$ cat src/design/cpp_pkg.sv
package cpp_pkg;

    localparam int SCREEN_SIZE_DEF = 128;

    localparam int POS_W   = 24;
    localparam int ANGLE_W = 16;
    localparam int FOV_W   = 8;
    localparam int TRIG_W  = 16;
    localparam int COORD_W = 29;
    localparam int PIX_W   = 16;
    localparam int QUOT_W  = 16;

    localparam int CFG_IDX_W = 3;
    localparam logic [CFG_IDX_W-1:0] CFG_CAM_X     = 3'd0;
    localparam logic [CFG_IDX_W-1:0] CFG_CAM_Y     = 3'd1;
    localparam logic [CFG_IDX_W-1:0] CFG_CAM_Z     = 3'd2;
    localparam logic [CFG_IDX_W-1:0] CFG_CAM_PITCH = 3'd3;
    localparam logic [CFG_IDX_W-1:0] CFG_CAM_YAW   = 3'd4;
    localparam logic [CFG_IDX_W-1:0] CFG_CAM_ROLL  = 3'd5;
    localparam logic [CFG_IDX_W-1:0] CFG_FOV       = 3'd6;

    localparam logic signed [POS_W-1:0] CAM_Z_RESET = -24'sd25600;
    localparam logic [FOV_W-1:0]        FOV_RESET   = 8'd60;
    localparam logic [FOV_W-1:0]        FOV_MIN     = 8'd1;
    localparam logic [FOV_W-1:0]        FOV_MAX     = 8'd180;

    localparam logic [15:0] SIN_A = 16'd25736;
    localparam logic [15:0] SIN_B = 16'd10512;
    localparam logic [15:0] SIN_C = 16'd1160;
    localparam logic [15:0] QUARTER_TURN = 16'd16384;

    // ceil(2^32 / 360); exact for every numerator below 2^23.
    localparam logic [23:0] RECIP_360 = 24'd11930465;
    localparam logic [22:0] HALF_DEG  = 23'd180;

    localparam logic [1:0] SLOT_YAW   = 2'd0;
    localparam logic [1:0] SLOT_PITCH = 2'd1;
    localparam logic [1:0] SLOT_ROLL  = 2'd2;
    localparam logic [1:0] SLOT_FOV   = 2'd3;

    typedef struct packed {
        logic signed [POS_W-1:0] x;
        logic signed [POS_W-1:0] y;
        logic signed [POS_W-1:0] z;
    } t_cam;

    typedef struct packed {
        logic signed [TRIG_W-1:0] yaw_s;
        logic signed [TRIG_W-1:0] yaw_c;
        logic signed [TRIG_W-1:0] pitch_s;
        logic signed [TRIG_W-1:0] pitch_c;
        logic signed [TRIG_W-1:0] roll_s;
        logic signed [TRIG_W-1:0] roll_c;
    } t_trig;

    typedef struct packed {
        logic neg_x;
        logic neg_y;
        logic ovf_x;
        logic ovf_y;
        logic front;
    } t_tag;

endpackage

$ cat src/design/cpp_div_cell.sv
module cpp_div_cell #(
    parameter int NW = 48,
    parameter int DW = 37,
    parameter int K  = 0
) (
    input  logic                        i_clk,
    input  logic                        i_rst_n,
    input  logic                        i_en,
    input  logic                        i_valid,
    input  logic [NW-1:0]               i_rem_x,
    input  logic [NW-1:0]               i_rem_y,
    input  logic [DW-1:0]               i_den,
    input  logic [cpp_pkg::QUOT_W-1:0]  i_qx,
    input  logic [cpp_pkg::QUOT_W-1:0]  i_qy,
    input  cpp_pkg::t_tag               i_tag,
    output logic                        o_valid,
    output logic [NW-1:0]               o_rem_x,
    output logic [NW-1:0]               o_rem_y,
    output logic [DW-1:0]               o_den,
    output logic [cpp_pkg::QUOT_W-1:0]  o_qx,
    output logic [cpp_pkg::QUOT_W-1:0]  o_qy,
    output cpp_pkg::t_tag               o_tag
);
    localparam int LW = NW + DW + cpp_pkg::QUOT_W;

    logic [LW-1:0]  w_sh;
    logic           w_gx, w_gy;
    logic           r_v;
    logic [NW-1:0]  r_rx, r_ry;
    logic [DW-1:0]  r_den;
    logic [cpp_pkg::QUOT_W-1:0] r_qx, r_qy;
    cpp_pkg::t_tag  r_tag;

    assign w_sh = LW'(i_den) << K;
    assign w_gx = (LW'(i_rem_x) >= w_sh);
    assign w_gy = (LW'(i_rem_y) >= w_sh);

    always_ff @(posedge i_clk) begin
        if (!i_rst_n) begin
            r_v <= 1'b0;
        end else if (i_en) begin
            r_v <= i_valid;
        end
    end

    always_ff @(posedge i_clk) begin
        if (i_en) begin
            r_rx  <= w_gx ? (i_rem_x - w_sh[NW-1:0]) : i_rem_x;
            r_ry  <= w_gy ? (i_rem_y - w_sh[NW-1:0]) : i_rem_y;
            r_qx  <= i_qx | (cpp_pkg::QUOT_W'(w_gx) << K);
            r_qy  <= i_qy | (cpp_pkg::QUOT_W'(w_gy) << K);
            r_den <= i_den;
            r_tag <= i_tag;
        end
    end

    assign o_valid = r_v;
    assign o_rem_x = r_rx;
    assign o_rem_y = r_ry;
    assign o_den   = r_den;
    assign o_qx    = r_qx;
    assign o_qy    = r_qy;
    assign o_tag   = r_tag;

endmodule

$ cat config.mk
export PLATFORM = sky130hd
export DESIGN_NAME = cpp_div_cell
export DESIGN_NICKNAME = d
export VERILOG_FILES = /design/src/design/cpp_pkg.sv /design/src/design/cpp_div_cell.sv
export SDC_FILE = /design/constraint.sdc
export NUM_CORES = 1
export LEC_CHECK = 0
export BUFFER_PORTS_ARGS = -buffer_cell sky130_fd_sc_hd__buf_2
export CAP_MARGIN = 20
export CORE_UTILIZATION = 47
export CTS_CLUSTER_DIAMETER = 50
export DETAILED_ROUTE_END_ITERATION = 12
export PLACE_DENSITY = 0.81
export SLEW_MARGIN = 0
export SYNTH_ARGS = -nofsm -noshare
export SYNTH_HDL_FRONTEND = slang
export SYNTH_SLANG_ARGS = --single-unit
$ cat constraint.sdc
create_clock -name i_clk -period 2.4 [get_ports i_clk]
set_input_delay 0.12 -clock i_clk [delete_from_list [all_inputs] [get_ports i_clk]]
set_output_delay 0.12 -clock i_clk [all_outputs]
set_load 0.03 [all_outputs]
==> impl_results.md <==
- Max Slew Vio Count: 0
- Initial DRC count: 1234
- Area of the core: 0.0228 mm2
- Fin crit period: 2.37 ns
- CP Cell Sequence: buf_2 -> inv_1 -> ha_1 -> fa_1 -> nor2b_2 -> o21ai_1 -> o21ai_1 -> a221o_1 -> a31oi_4 -> nand2_1 -> a31oi_1 -> mux2_2
- Synth Net Count: 1357
- Share of cells above drive strength 1: 44.3%
- Leak pwr: 7.83 nW
- CTS clk-pin slew, worst paths: 0.08 ns
- Port bufs: 344
- Number of synthesized flops with an enable pin: 170
- Total power: 10.6 mW
- Max-cap violations: 0
- Crit path max fanout: 4
- Most common cell after layout, fill and taps aside: buf_2
- Post-route DRC: 0
- Die ar.: 0.0241 mm2
- Placement Setup Slack: -0.500 ns
- Post-synthesis cell type count: 77
- DP HPWL: 29600 um
- Commonest cells after routing, fill and taps aside: 343 x buf_2, 323 x buf_4, 170 x edfxtp_1
- Post-route ant nets: 0
- Chip width: 155 um
- Drt pass-1 iters: 6
- Final number of hold-violating endpoints: 0
- Yosys warning count: 0
- Worst slew pin tran: 0.633 ns
- # rows: 55
- Final std cells w/o fill: 2150
- Placed Area: 0.0156 mm2
- Vias per inst: 5.60
- DIE HEIGHT: 155 um
- I/O Pins: 345
- Total CTS buffers: 17
- Number of global-route vias before repair: 11857
- Nature of the critical path startpoint: input port
- Global placement routability congestion: 0.961
- Initial antenna violation count: 1
- First-pass GRT wire length: 61500 um
- Crit path arrival time: 2.57 ns
- Initial Util: 48.4%
- Register area: 0.00512 mm2
- Pwr Density: 607 mW/mm2
- Clock Skew: 0 ns
- Synth async-reset ratio: 0%
- Peak VDD IR: 0.000469 V
- Yosys reg bits: 171
- Mean Syn Cell Area: 9.98 um2
- Total grt overflow: 0
- Filler cell count: 1549
- Synthesized instance count: 1107
- Final Cycle Share: 98.7%
- Most common flop cell mapped by yosys: edfxtp_1
- Clk buf depth: 2
- Max-slew headroom: 57.1%
- Max stage delay cell, worst path: a221o_1
- Placed instance count: 2028
- Worst setup EP type: flop
- WP data required: 2.60 ns
- GRT Resource Usage Total: 32.8%
- CTS Sinks: 171
- Root buf cell: clkbuf_16
- Crit path kind: input port to flop
- H-tree depth: 4
- CTS tree: yes
- Post-synthesis sequential area ratio: 46.4%
- DR vias: 12035
- Clk_lat worst skew: 0.44 ns
- Maximum clock rate: 422 MHz
- Reg2Reg Setup Slack: 1.25 ns
- Crit path top cell by count: o21ai_1
- Multi-input logic area: 0.00609 mm2
- Status: finished clean
- # nets final: 2073
- Final instance area: 0.0174 mm2
- Largest net degree at the start of global routing: 64
- Final hold slack: 0.0112 ns
- Cell area after synthesis: 0.0110 mm2
- P&R area growth vs syn: 57.8%
- Final setup viols: 0
- WL final: 41500 um
- Fin worst setup slack: 0.0301 ns
- Worst path max stage delay: 0.40 ns
- Hold/Removal Path Class: input port to flop
- WL/cell: 19.3 um
final timing paths:
path	from	endpoint	cells past startpoint
max	i_rem_x[0]	o_rem_x[44]	12
min	i_rem_x[45]	o_rem_x[45]	2
max reg2reg	o_valid	o_valid	3
min reg2reg	o_valid	o_valid	3
sequential cells by signal, indices dropped and copies added, names as in the netlist:
register,cells
o_valid,1
o_rem_x,48
o_tag,5
o_qy,16
o_rem_y,48
o_qx,16
o_den,37
logic make-up (layout without fill, tap and decap cells):
kind of cell	count (synthesis)	after routing	share of synthesized area, %
flip-flops	171	171	46.4
AND/OR/NAND/NOR	343	343	14.8
XOR/XNOR	87	87	6.90
buffers and inverters	103	832	4.00
multiplexers	9	9	0.895
other	0	1	0
AO/OA/AOI/OAI	318	318	18.2
adder cells (fa/ha/maj)	76	76	8.74
critical path: cells and delay by family:
family                   cells  cell delay, ns
adder cells (fa/ha/maj)      2            0.42
multiplexers                 1            0.35
AND/OR/NAND/NOR              2            0.20
AO/OA/AOI/OAI                5            1.28
buffers and inverters        2            0.17
where the power goes:
| part | total [mW] | internal [mW] | switching (mW) |
|---|---|---|---|
| logic | 3.90 | 1.62 | 2.28 |
| registers | 3.83 | 3.73 | 0.103 |
| clock network | 2.84 | 1.39 | 1.45 |
| total | 10.6 | 6.75 | 3.83 |
layer usage:
metal  GRT usage, %  routed length, um  vias to the layer above
li1               -                  -                     5543
met3           4.07               2860                      136
met5              0                  0                        -
met2           56.3              20300                      661
met1           41.7              16600                     5695
met4           14.6               1810                        0
synthesized netlist by cell type (7+ instances only):
| cell type | number | area (um2) |
|---|---|---|
| ha_1 | 74 | 926 |
| edfxtp_1 | 170 | 5100 |
| o21ai_0 | 50 | 250 |
| a31oi_1 | 18 | 113 |
| and2_1 | 7 | 43.8 |
| xor2_1 | 35 | 307 |
| buf_2 | 16 | 80.1 |
| or3_1 | 7 | 43.8 |
| nor2_1 | 113 | 424 |
| a21oi_1 | 131 | 656 |
| nand2_1 | 90 | 338 |
| nand4_1 | 28 | 175 |
| xnor2_1 | 52 | 455 |
| nand3_1 | 15 | 75.1 |
| o211ai_1 | 11 | 82.6 |
| clkbuf_1 | 31 | 116 |
| a21o_1 | 31 | 233 |
| nand2b_1 | 20 | 125 |
| nor3_1 | 25 | 125 |
| o21a_1 | 12 | 90.1 |
| inv_1 | 50 | 188 |
what timing repair did:
| item | CTS | global route |
|---|---|---|
| hold buffers | 77 | 0 |
| hold endpoints to repair | 76 | 0 |
| cloned | 0 | 1 |
| gates resized for setup | 8 | 76 |
| endpoints found under the setup margin | 8 | 74 |
| pin swaps | 8 | 32 |
| setup buffers | 0 | 11 |
stage by stage:
stage / utilization [%] / setup TNS, ns
CTS: 74.3 / 0
global placement: 68.2 / -26.36
global route: 76.3 / -0.446
floorplan: - / -0.115
detailed placement: 68.2 / -31.69
finish: 76.3 / 0
final cells by class:
type	count	share of cell area [%]
Sequential cell	171	29.4
Timing Repair Buffer	750	28.9
Tap cell	313	2.25
Inverter	50	1.15
Multi-Input combinational cell	833	35.0
Antenna cell	1	0.0144
Clock inverter	15	0.883
Clock buffer	17	2.44
No activity file was read; power rests on OpenSTA's default activity.
