**src/design/cpp_pkg.sv**
```systemverilog
package cpp_pkg;

    localparam int SCREEN_SIZE_DEF = 128;

    localparam int POS_W   = 24;
    localparam int ANGLE_W = 16;
    localparam int FOV_W   = 8;
    localparam int TRIG_W  = 16;
    localparam int COORD_W = 29;
    localparam int PIX_W   = 16;
    localparam int QUOT_W  = 16;

    localparam int CFG_IDX_W = 3;
    localparam logic [CFG_IDX_W-1:0] CFG_CAM_X     = 3'd0;
    localparam logic [CFG_IDX_W-1:0] CFG_CAM_Y     = 3'd1;
    localparam logic [CFG_IDX_W-1:0] CFG_CAM_Z     = 3'd2;
    localparam logic [CFG_IDX_W-1:0] CFG_CAM_PITCH = 3'd3;
    localparam logic [CFG_IDX_W-1:0] CFG_CAM_YAW   = 3'd4;
    localparam logic [CFG_IDX_W-1:0] CFG_CAM_ROLL  = 3'd5;
    localparam logic [CFG_IDX_W-1:0] CFG_FOV       = 3'd6;

    localparam logic signed [POS_W-1:0] CAM_Z_RESET = -24'sd25600;
    localparam logic [FOV_W-1:0]        FOV_RESET   = 8'd60;
    localparam logic [FOV_W-1:0]        FOV_MIN     = 8'd1;
    localparam logic [FOV_W-1:0]        FOV_MAX     = 8'd180;

    localparam logic [15:0] SIN_A = 16'd25736;
    localparam logic [15:0] SIN_B = 16'd10512;
    localparam logic [15:0] SIN_C = 16'd1160;
    localparam logic [15:0] QUARTER_TURN = 16'd16384;

    // ceil(2^32 / 360); exact for every numerator below 2^23.
    localparam logic [23:0] RECIP_360 = 24'd11930465;
    localparam logic [22:0] HALF_DEG  = 23'd180;

    localparam logic [1:0] SLOT_YAW   = 2'd0;
    localparam logic [1:0] SLOT_PITCH = 2'd1;
    localparam logic [1:0] SLOT_ROLL  = 2'd2;
    localparam logic [1:0] SLOT_FOV   = 2'd3;

    typedef struct packed {
        logic signed [POS_W-1:0] x;
        logic signed [POS_W-1:0] y;
        logic signed [POS_W-1:0] z;
    } t_cam;

    typedef struct packed {
        logic signed [TRIG_W-1:0] yaw_s;
        logic signed [TRIG_W-1:0] yaw_c;
        logic signed [TRIG_W-1:0] pitch_s;
        logic signed [TRIG_W-1:0] pitch_c;
        logic signed [TRIG_W-1:0] roll_s;
        logic signed [TRIG_W-1:0] roll_c;
    } t_trig;

    typedef struct packed {
        logic neg_x;
        logic neg_y;
        logic ovf_x;
        logic ovf_y;
        logic front;
    } t_tag;

endpackage

```
**src/design/cpp_cfg.sv**
```systemverilog
module cpp_cfg #(
    parameter int SCREEN_SIZE = cpp_pkg::SCREEN_SIZE_DEF,
    parameter int FOCAL_W     = $clog2(SCREEN_SIZE / 2) + 16
) (
    input  logic                             i_clk,
    input  logic                             i_rst_n,
    input  logic                             i_cfg_valid,
    input  logic [cpp_pkg::CFG_IDX_W-1:0]    i_cfg_index,
    input  logic [cpp_pkg::POS_W-1:0]        i_cfg_data,
    output cpp_pkg::t_cam                    o_cam,
    output cpp_pkg::t_trig                   o_trig,
    output logic [FOCAL_W-1:0]               o_focal,
    output logic                             o_busy
);
    localparam int HALF    = SCREEN_SIZE / 2;
    localparam int FNUM_W  = $clog2(HALF) + 23;
    localparam int CNT_W   = $clog2(FNUM_W + 1);

    typedef enum logic [4:0] {
        ST_IDLE = 5'b00001,
        ST_HB   = 5'b00010,
        ST_TRIG = 5'b00100,
        ST_FSET = 5'b01000,
        ST_DIV  = 5'b10000
    } t_state;

    t_state                 r_state;
    cpp_pkg::t_cam          r_cam;
    logic [15:0]            r_pitch, r_yaw, r_roll, r_hb;
    logic [7:0]             r_fov;
    logic [2:0]             r_e;
    logic [1:0]             r_ph;
    logic [15:0]            r_z2, r_r;
    logic signed [15:0]     r_trig [8];
    logic [15:0]            r_rem, r_den;
    logic [FNUM_W-1:0]      r_num;
    logic [CNT_W-1:0]       r_cnt;
    logic [FOCAL_W-1:0]     r_focal;

    logic [7:0]             w_fcl;
    logic [22:0]            w_n;
    logic [46:0]            w_hbp;
    logic [15:0]            w_base, w_ang, w_ma, w_mb, w_ms;
    logic [14:0]            w_off;
    logic [31:0]            w_mp;
    logic signed [15:0]     w_v, w_s, w_c;
    logic [15:0]            w_scl, w_ccl, w_t;
    logic                   w_ge;

    always_comb begin
        if (r_fov < cpp_pkg::FOV_MIN) begin
            w_fcl = cpp_pkg::FOV_MIN;
        end else if (r_fov > cpp_pkg::FOV_MAX) begin
            w_fcl = cpp_pkg::FOV_MAX;
        end else begin
            w_fcl = r_fov;
        end
        w_n   = {w_fcl, 15'b0} + cpp_pkg::HALF_DEG;
        w_hbp = 47'(w_n) * 47'(cpp_pkg::RECIP_360);

        case (r_e[2:1])
            cpp_pkg::SLOT_YAW:   w_base = 16'd0 - r_yaw;
            cpp_pkg::SLOT_PITCH: w_base = 16'd0 - r_pitch;
            cpp_pkg::SLOT_ROLL:  w_base = 16'd0 - r_roll;
            default:             w_base = r_hb;
        endcase
        w_ang = w_base + (r_e[0] ? cpp_pkg::QUARTER_TURN : 16'd0);
        w_off = w_ang[14] ? 15'(cpp_pkg::QUARTER_TURN - {2'b0, w_ang[13:0]})
                          : {1'b0, w_ang[13:0]};

        case (r_ph)
            2'd0: begin
                w_ma = {1'b0, w_off};
                w_mb = {1'b0, w_off};
            end
            2'd1: begin
                w_ma = cpp_pkg::SIN_C;
                w_mb = r_z2;
            end
            2'd2: begin
                w_ma = cpp_pkg::SIN_B - r_r;
                w_mb = r_z2;
            end
            default: begin
                w_ma = cpp_pkg::SIN_A - r_r;
                w_mb = {1'b0, w_off};
            end
        endcase
        w_mp = 32'(w_ma) * 32'(w_mb);
        w_ms = w_mp[29:14];
        w_v  = w_ang[15] ? -$signed(w_ms) : $signed(w_ms);

        w_s   = r_trig[6];
        w_c   = r_trig[7];
        w_scl = (w_s <= 16'sd0) ? 16'd1 : 16'(w_s);
        w_ccl = (w_c < 16'sd0) ? 16'd0 : 16'(w_c);

        w_t  = {r_rem[14:0], r_num[FNUM_W-1]};
        w_ge = (w_t >= r_den);
    end

    always_ff @(posedge i_clk) begin
        if (!i_rst_n) begin
            r_state <= ST_HB;
            r_cam.x <= '0;
            r_cam.y <= '0;
            r_cam.z <= cpp_pkg::CAM_Z_RESET;
            r_pitch <= '0;
            r_yaw   <= '0;
            r_roll  <= '0;
            r_fov   <= cpp_pkg::FOV_RESET;
            r_e     <= '0;
            r_ph    <= '0;
            r_cnt   <= '0;
        end else if (i_cfg_valid) begin
            case (i_cfg_index)
                cpp_pkg::CFG_CAM_X:     r_cam.x <= i_cfg_data;
                cpp_pkg::CFG_CAM_Y:     r_cam.y <= i_cfg_data;
                cpp_pkg::CFG_CAM_Z:     r_cam.z <= i_cfg_data;
                cpp_pkg::CFG_CAM_PITCH: r_pitch <= i_cfg_data[15:0];
                cpp_pkg::CFG_CAM_YAW:   r_yaw   <= i_cfg_data[15:0];
                cpp_pkg::CFG_CAM_ROLL:  r_roll  <= i_cfg_data[15:0];
                cpp_pkg::CFG_FOV:       r_fov   <= i_cfg_data[7:0];
                default: ;
            endcase
            r_state <= ST_HB;
            r_e     <= '0;
            r_ph    <= '0;
        end else begin
            case (r_state)
                ST_HB: begin
                    r_hb    <= {1'b0, w_hbp[46:32]};
                    r_state <= ST_TRIG;
                end
                ST_TRIG: begin
                    r_ph <= r_ph + 2'd1;
                    case (r_ph)
                        2'd0:    r_z2 <= w_ms;
                        2'd1:    r_r  <= w_ms;
                        2'd2:    r_r  <= w_ms;
                        default: begin
                            r_trig[r_e] <= w_v;
                            r_e <= r_e + 3'd1;
                            if (r_e == 3'd7) begin
                                r_state <= ST_FSET;
                            end
                        end
                    endcase
                end
                ST_FSET: begin
                    r_num   <= FNUM_W'(w_ccl) * FNUM_W'(HALF * 256) + FNUM_W'(w_scl >> 1);
                    r_den   <= w_scl;
                    r_rem   <= '0;
                    r_cnt   <= CNT_W'(FNUM_W);
                    r_state <= ST_DIV;
                end
                ST_DIV: begin
                    r_rem <= w_ge ? (w_t - r_den) : w_t;
                    r_num <= {r_num[FNUM_W-2:0], w_ge};
                    r_cnt <= r_cnt - CNT_W'(1);
                    if (r_cnt == CNT_W'(1)) begin
                        r_focal <= {r_num[FOCAL_W-2:0], w_ge};
                        r_state <= ST_IDLE;
                    end
                end
                default: r_state <= ST_IDLE;
            endcase
        end
    end

    assign o_cam          = r_cam;
    assign o_trig.yaw_s   = r_trig[0];
    assign o_trig.yaw_c   = r_trig[1];
    assign o_trig.pitch_s = r_trig[2];
    assign o_trig.pitch_c = r_trig[3];
    assign o_trig.roll_s  = r_trig[4];
    assign o_trig.roll_c  = r_trig[5];
    assign o_focal        = r_focal;
    assign o_busy         = (r_state != ST_IDLE);

endmodule

```
**config.mk**
```make
export PLATFORM = sky130hd
export DESIGN_NAME = cpp_cfg
export DESIGN_NICKNAME = d
export VERILOG_FILES = /design/src/design/cpp_pkg.sv /design/src/design/cpp_cfg.sv
export SDC_FILE = /design/constraint.sdc
export NUM_CORES = 1
export LEC_CHECK = 0
export BUFFER_PORTS_ARGS = -buffer_cell sky130_fd_sc_hd__buf_2
export CAP_MARGIN = 20
export CORE_UTILIZATION = 56
export DETAILED_ROUTE_END_ITERATION = 10
export PLACE_DENSITY = 0.78
export RECOVER_POWER = 50
export SLEW_MARGIN = 0
export SYNTH_ARGS = -nofsm -noshare
export SYNTH_HDL_FRONTEND = slang
export SYNTH_SLANG_ARGS = --single-unit
```
**constraint.sdc**
```tcl
create_clock -name i_clk -period 9.3 [get_ports i_clk]
set_input_delay 0.93 -clock i_clk [delete_from_list [all_inputs] [get_ports i_clk]]
set_output_delay 0.93 -clock i_clk [all_outputs]
set_load 0.02 [all_outputs]
```
==> results.yml, run 1 <==
sta:
  setup_viol: 123
  setup_tns_ns: -39.29
  timing.slew.headroom_pct: -208
  clock_skew_ns: 0.0249
  final_max_slew_viol_count: 185
  period_share_pct: 107
  fin_crit_ns: 9.92
  hold_viol: 0
  setup_ws_ns: -0.625
  worst_pin_slew_ns: 4.62
  rsz0062_at_grt: "yes"
  max_freq_mhz: 101
floorplan:
  rows: 82
  die-area_sq_um: 52100
  ios: 221
  initial_core_util_pct: 56.9
  dieWidth_um: 228
  coreArea_sq_um: 50400
  die_h_um: 228
global_routing:
  grt.busiest_layer: "met2"
  grt_pass1_wl_mm: 127
  met1_usage_pct: 37.4
  grt_max_degree: 134
  grt.met2_usage_pct: 55.3
  antenna_found_initial: 1
  grt_pass1_vias: 24118
  grt_overflow_total: 0
  grt_util_met3_pct: 3.88
  grtUsageTotal_pct: 30.7
yosys:
  avgSynthCellArea_sq_um: 9.93
  yosysWarnings: 0
  synth_edf_count: 257
  syn-num-nets: 3407
  async_flop_share_pct: 0
  ys_ff_latch: 400
  synthDistinctLibCells: 86
  syn_inst: 2886
  netlist_area_sq_um: 28700
  yosysSeqAreaShare_pct: 36.9
  ys.flop_type: "edfxtp_1"
clock_network:
  root_buffer: "clkbuf_16"
  cts.path.max_buffers: 3
  cts_tree: "yes"
  clock-sinks: 400
  clkLatencyLatePin_ns: 0.57
  ctsHoldBuffers: 0
  path_clk_slew_ns: 0.07
  h-tree-depth: 2
  cts_buffers: 38
critical_path:
  worst-r2r-cell-count: 47
  cp_max_fo: 7
  crit_arrival_ns: 10.23
  worstSetupStartpointType: "flop"
  worst_path_max_delay_cell: "fa_1"
  critPathRequiredTime_ns: 9.61
  cpMostUsedCell: "buf_4"
  critPathKind: "reg -> reg"
  worstSetupEndpointType: "flop"
  slowest_delay_ns: 0.60
routing:
  drt_iter0_markers: 1992
  drc: 0
  drt_pass1_iterations: 7
  ant_nets: 0
  wirelength_mm: 83.6
  drt-wirelength-per-cell_um: 20.3
  via_per_inst: 5.76
  vias: 23729
placement:
  place_congestion: 0.986
  dpl.hpwl_mm: 59.7
  io_buffers: 220
layout:
  fill_cells: 3586
  drive_gt1_share_pct: 21.0
  n_antenna_cell: 0
  layout_commonest_cell: "nand2_1"
  layout_common_cells: "nand2_1, inv_1, buf_4"
  area_growth_syn_to_layout_pct: 24.4
  fin_nets: 3941
run:
  maxCapViolations: 2
min_path:
  min_delay_path_depth: 0
  holdCritPathClass: "reg -> reg"
outcome:
  status: "complete, but fails checks"
  violations: "max-capacitance violations, max-slew violations, negative setup slack"
layer usage:
layer	part of all wire, %	vias up
li1	-	10662
met3	7.1	296
met5	0	-
met4	4.7	0
met2	51	1106
met1	37	11665
final timing paths:
kind         startpoint            end  slack (ns)
max              r_e[1]  r_trig[7][14]       -0.62
min           r_num[20]    o_focal[21]        0.46
max reg2reg      r_e[1]  r_trig[7][14]       -0.62
min reg2reg   r_num[20]    o_focal[21]        0.46
worst max-delay path: cells and delay by family, from the launching register on:
| family | cells | cell delay [ns] |
|---|---|---|
| buf+inv | 15 | 1.81 |
| xor+xnor | 4 | 0.61 |
| flops | 1 | 0.37 |
| simple gates | 8 | 1.17 |
| fa+ha+maj | 10 | 4.05 |
| compound gates | 10 | 1.68 |
Yosys cell counts, drive strengths merged (19+ instances only):
cell,number,share of area (%)
nand2,519,6.8
inv,377,4.9
ha,279,12
edfxtp,257,27
fa,212,15
nor2,171,2.2
dfxtp,143,10
a21boi,117,3.1
a21oi,87,1.5
clkbuf,82,1.1
o21ai,57,1.0
xnor2,53,1.6
and2,42,0.92
nand3,38,0.68
nor3,38,0.66
nor2b,37,0.81
xor2,33,1.0
a21o,27,0.71
nand2b,24,0.52
mux2i,23,0.89
nand3b,23,0.60
mux2,20,0.79
buf,19,0.44
o21a,19,0.50
per-stage QoR:
step	cell area [sq um]	worst slack, ns	utilization [%]	hold WS [ns]	std cells
4_1_cts	35200	-0.199	69.9	0.454	4092
6_report	35700	-0.625	70.8	0.457	4117
3_5_place_dp	32500	-1.10	64.6	0.441	3955
2_1_floorplan	28900	0.00333	-	0.422	2886
5_1_grt	35700	-0.914	70.8	0.459	4117
3_3_place_gp	32500	-0.852	64.5	0.435	3954
what timing repair did:
item | CTS | global route
resized for setup | 182 | 113
pin swaps | 118 | 65
setup endpoints to repair | 132 | 140
gates cloned | 1 | 1
setup buffers | 74 | 27
layout make-up:
cell class | count | area (sq um) | share of cell area (%)
sequential | 400 | 10600 | 29.7
clock inverter | 15 | 173 | 0.484
multi-input combinational | 2009 | 17700 | 49.6
clock buffer | 50 | 1080 | 3.02
inverter | 377 | 1430 | 3.99
tap | 672 | 841 | 2.36
timing repair buffer | 594 | 3880 | 10.9
kinds of logic after synthesis:
group | synth area share, %
buffers and inverters | 6.45
adder cells (fa/ha/maj) | 27.0
AND/OR/NAND/NOR | 15.2
flip-flops | 36.9
XOR/XNOR | 2.71
AO/OA/AOI/OAI | 10.1
other | 0.0131
multiplexers | 1.68
registers in the layout (all words and copies together), names as in the netlist, 8 cells and up:
name     flops
o_cam       72
o_focal     22
r_den       16
r_fov        8
r_hb        15
r_num       29
r_pitch     16
r_r         16
r_rem       15
r_roll      16
r_trig     128
r_yaw       16
r_z2        16
Power of run 1 is left out: the tool's default activity adds up to more than one toggle a clock period on the data nets, which glitch-free logic cannot reach.
==> run 2, diff against run 1 <==
CORE_UTILIZATION = 39   (was 56)
PLACE_DENSITY = not set   (was 0.78)
==> results.yml, run 2 (synthesis results as in run 1) <==
routing:
  ant_nets: 0
  vias: 22057
  drt_pass1_iterations: 5
  via_per_inst: 5.02
  drt_iter0_markers: 1415
  drt-wirelength-per-cell_um: 17.8
  drc: 0
  wirelength_mm: 78.2
layout:
  drive_gt1_share_pct: 19.8
  layout_commonest_cell: "nand2_1"
  fill_cells: 6827
  regArea_sq_um: 10600
  layout_common_cells: "nand2_1, inv_1, buf_4"
  area_growth_syn_to_layout_pct: 24.4
  fin_nets: 3927
  final_cells: 4396
  multiInputGateArea_sq_um: 17400
  top_register: "r_trig"
  largest_reg_flops: 128
  n_antenna_cell: 0
global_routing:
  grt_pass1_wl_mm: 121
  antenna_found_initial: 0
  grt_overflow_total: 0
  grtUsageTotal_pct: 20.6
  grt_pass1_vias: 21853
  grt_max_degree: 112
placement:
  place_inst: 4265
  place_congestion: 0.919
  io_buffers: 220
  dpl.hpwl_mm: 60.5
  pre_cts_slack_ns: -1.03
floorplan:
  die-area_sq_um: 74600
  die_h_um: 273
  ios: 221
  rows: 99
  dieWidth_um: 273
  coreArea_sq_um: 72800
  initial_core_util_pct: 39.4
clock_network:
  cts.path.max_buffers: 3
  cts_buffers: 40
  root_buffer: "clkbuf_16"
  path_clk_slew_ns: 0.06
  ctsHoldBuffers: 0
  clock-sinks: 400
  h-tree-depth: 2
  cts_tree: "yes"
  clkLatencyLatePin_ns: 0.55
sta:
  clock_skew_ns: 0.0156
  timing.slew.headroom_pct: -175
  rsz0062_at_grt: "yes"
  period_share_pct: 105
  setup_ws_ns: -0.438
  hold_viol: 0
  max_freq_mhz: 103
  final_max_slew_viol_count: 163
  worst_pin_slew_ns: 4.12
  setup_viol: 75
  fin_crit_ns: 9.74
outcome:
  violations: "max-capacitance violations, max-slew violations, negative setup slack"
  status: "complete, but fails checks"
critical_path:
  worstSetupEndpointType: "flop"
  slowest_delay_ns: 0.55
  critPathKind: "reg -> reg"
  worst_path_max_delay_cell: "fa_1"
  path_buf_inv: 14
  crit_arrival_ns: 10.04
  rrSetupSlack_ns: -0.44
  critPathRequiredTime_ns: 9.60
  cp_top_family: "adder cells"
  worstSetupStartpointType: "flop"
  cp_max_fo: 8
run:
  maxCapViolations: 2
min_path:
  holdCritPathClass: "reg -> reg"
run 2: per-stage QoR:
step / instance area (sq um) / TNS [ns] / hold slack (ns) / utilization, %
finish: 35700 / -21.64 / 0.452 / 49.0
detailed placement: 33100 / -87.33 / 0.439 / 45.4
CTS: 35400 / -14.50 / 0.454 / 48.6
global placement: 33100 / -64.71 / 0.436 / 45.4
global route: 35700 / -65.94 / 0.460 / 49.0
floorplan: 28900 / 0 / 0.422 / -
run 2: timing repair:
action	in CTS	in global routing
gates resized for setup	120	95
buffers inserted	41	23
gates cloned	1	0
endpoints found under the setup margin	136	136
endpoints found under the hold margin	0	0
pin swaps	71	89
run 2: layout make-up:
cell class | instances | share of cell area, %
repair buffers | 579 | 10.5
clock inverters | 20 | 0.565
flip-flops and latches | 400 | 29.7
well taps | 959 | 3.36
inverters | 377 | 3.99
clock buffers | 53 | 3.29
multi-input cells | 2008 | 48.6
run 2: worst paths after layout:
path / start / endpoint / cells past startpoint
worst max-delay path: r_e[1] / r_trig[0][15] / 44
worst min-delay path: r_num[7] / o_focal[8] / 0
worst max register to register: r_e[1] / r_trig[0][15] / 44
worst min register to register: r_num[7] / o_focal[8] / 0
run 2: metal layers:
metal	up-vias	wire length, um	GRT usage (%)
met5	-	0	0
met4	0	1630	4.53
met3	112	4130	2.83
met2	616	37500	34.8
met1	10670	34900	27.9
li1	10659	-	-
run 2: worst register-to-register path, delay by kind of cell (launching register included):
kind            cells  cell delay [ns]
fa+ha+maj           9             3.65
compound gates     11             2.15
buf+inv            14             1.46
simple gates        6             0.99
xor+xnor            3             0.62
flops               1             0.37
mux                 1             0.26
Power of run 2 is left out for the same reason.
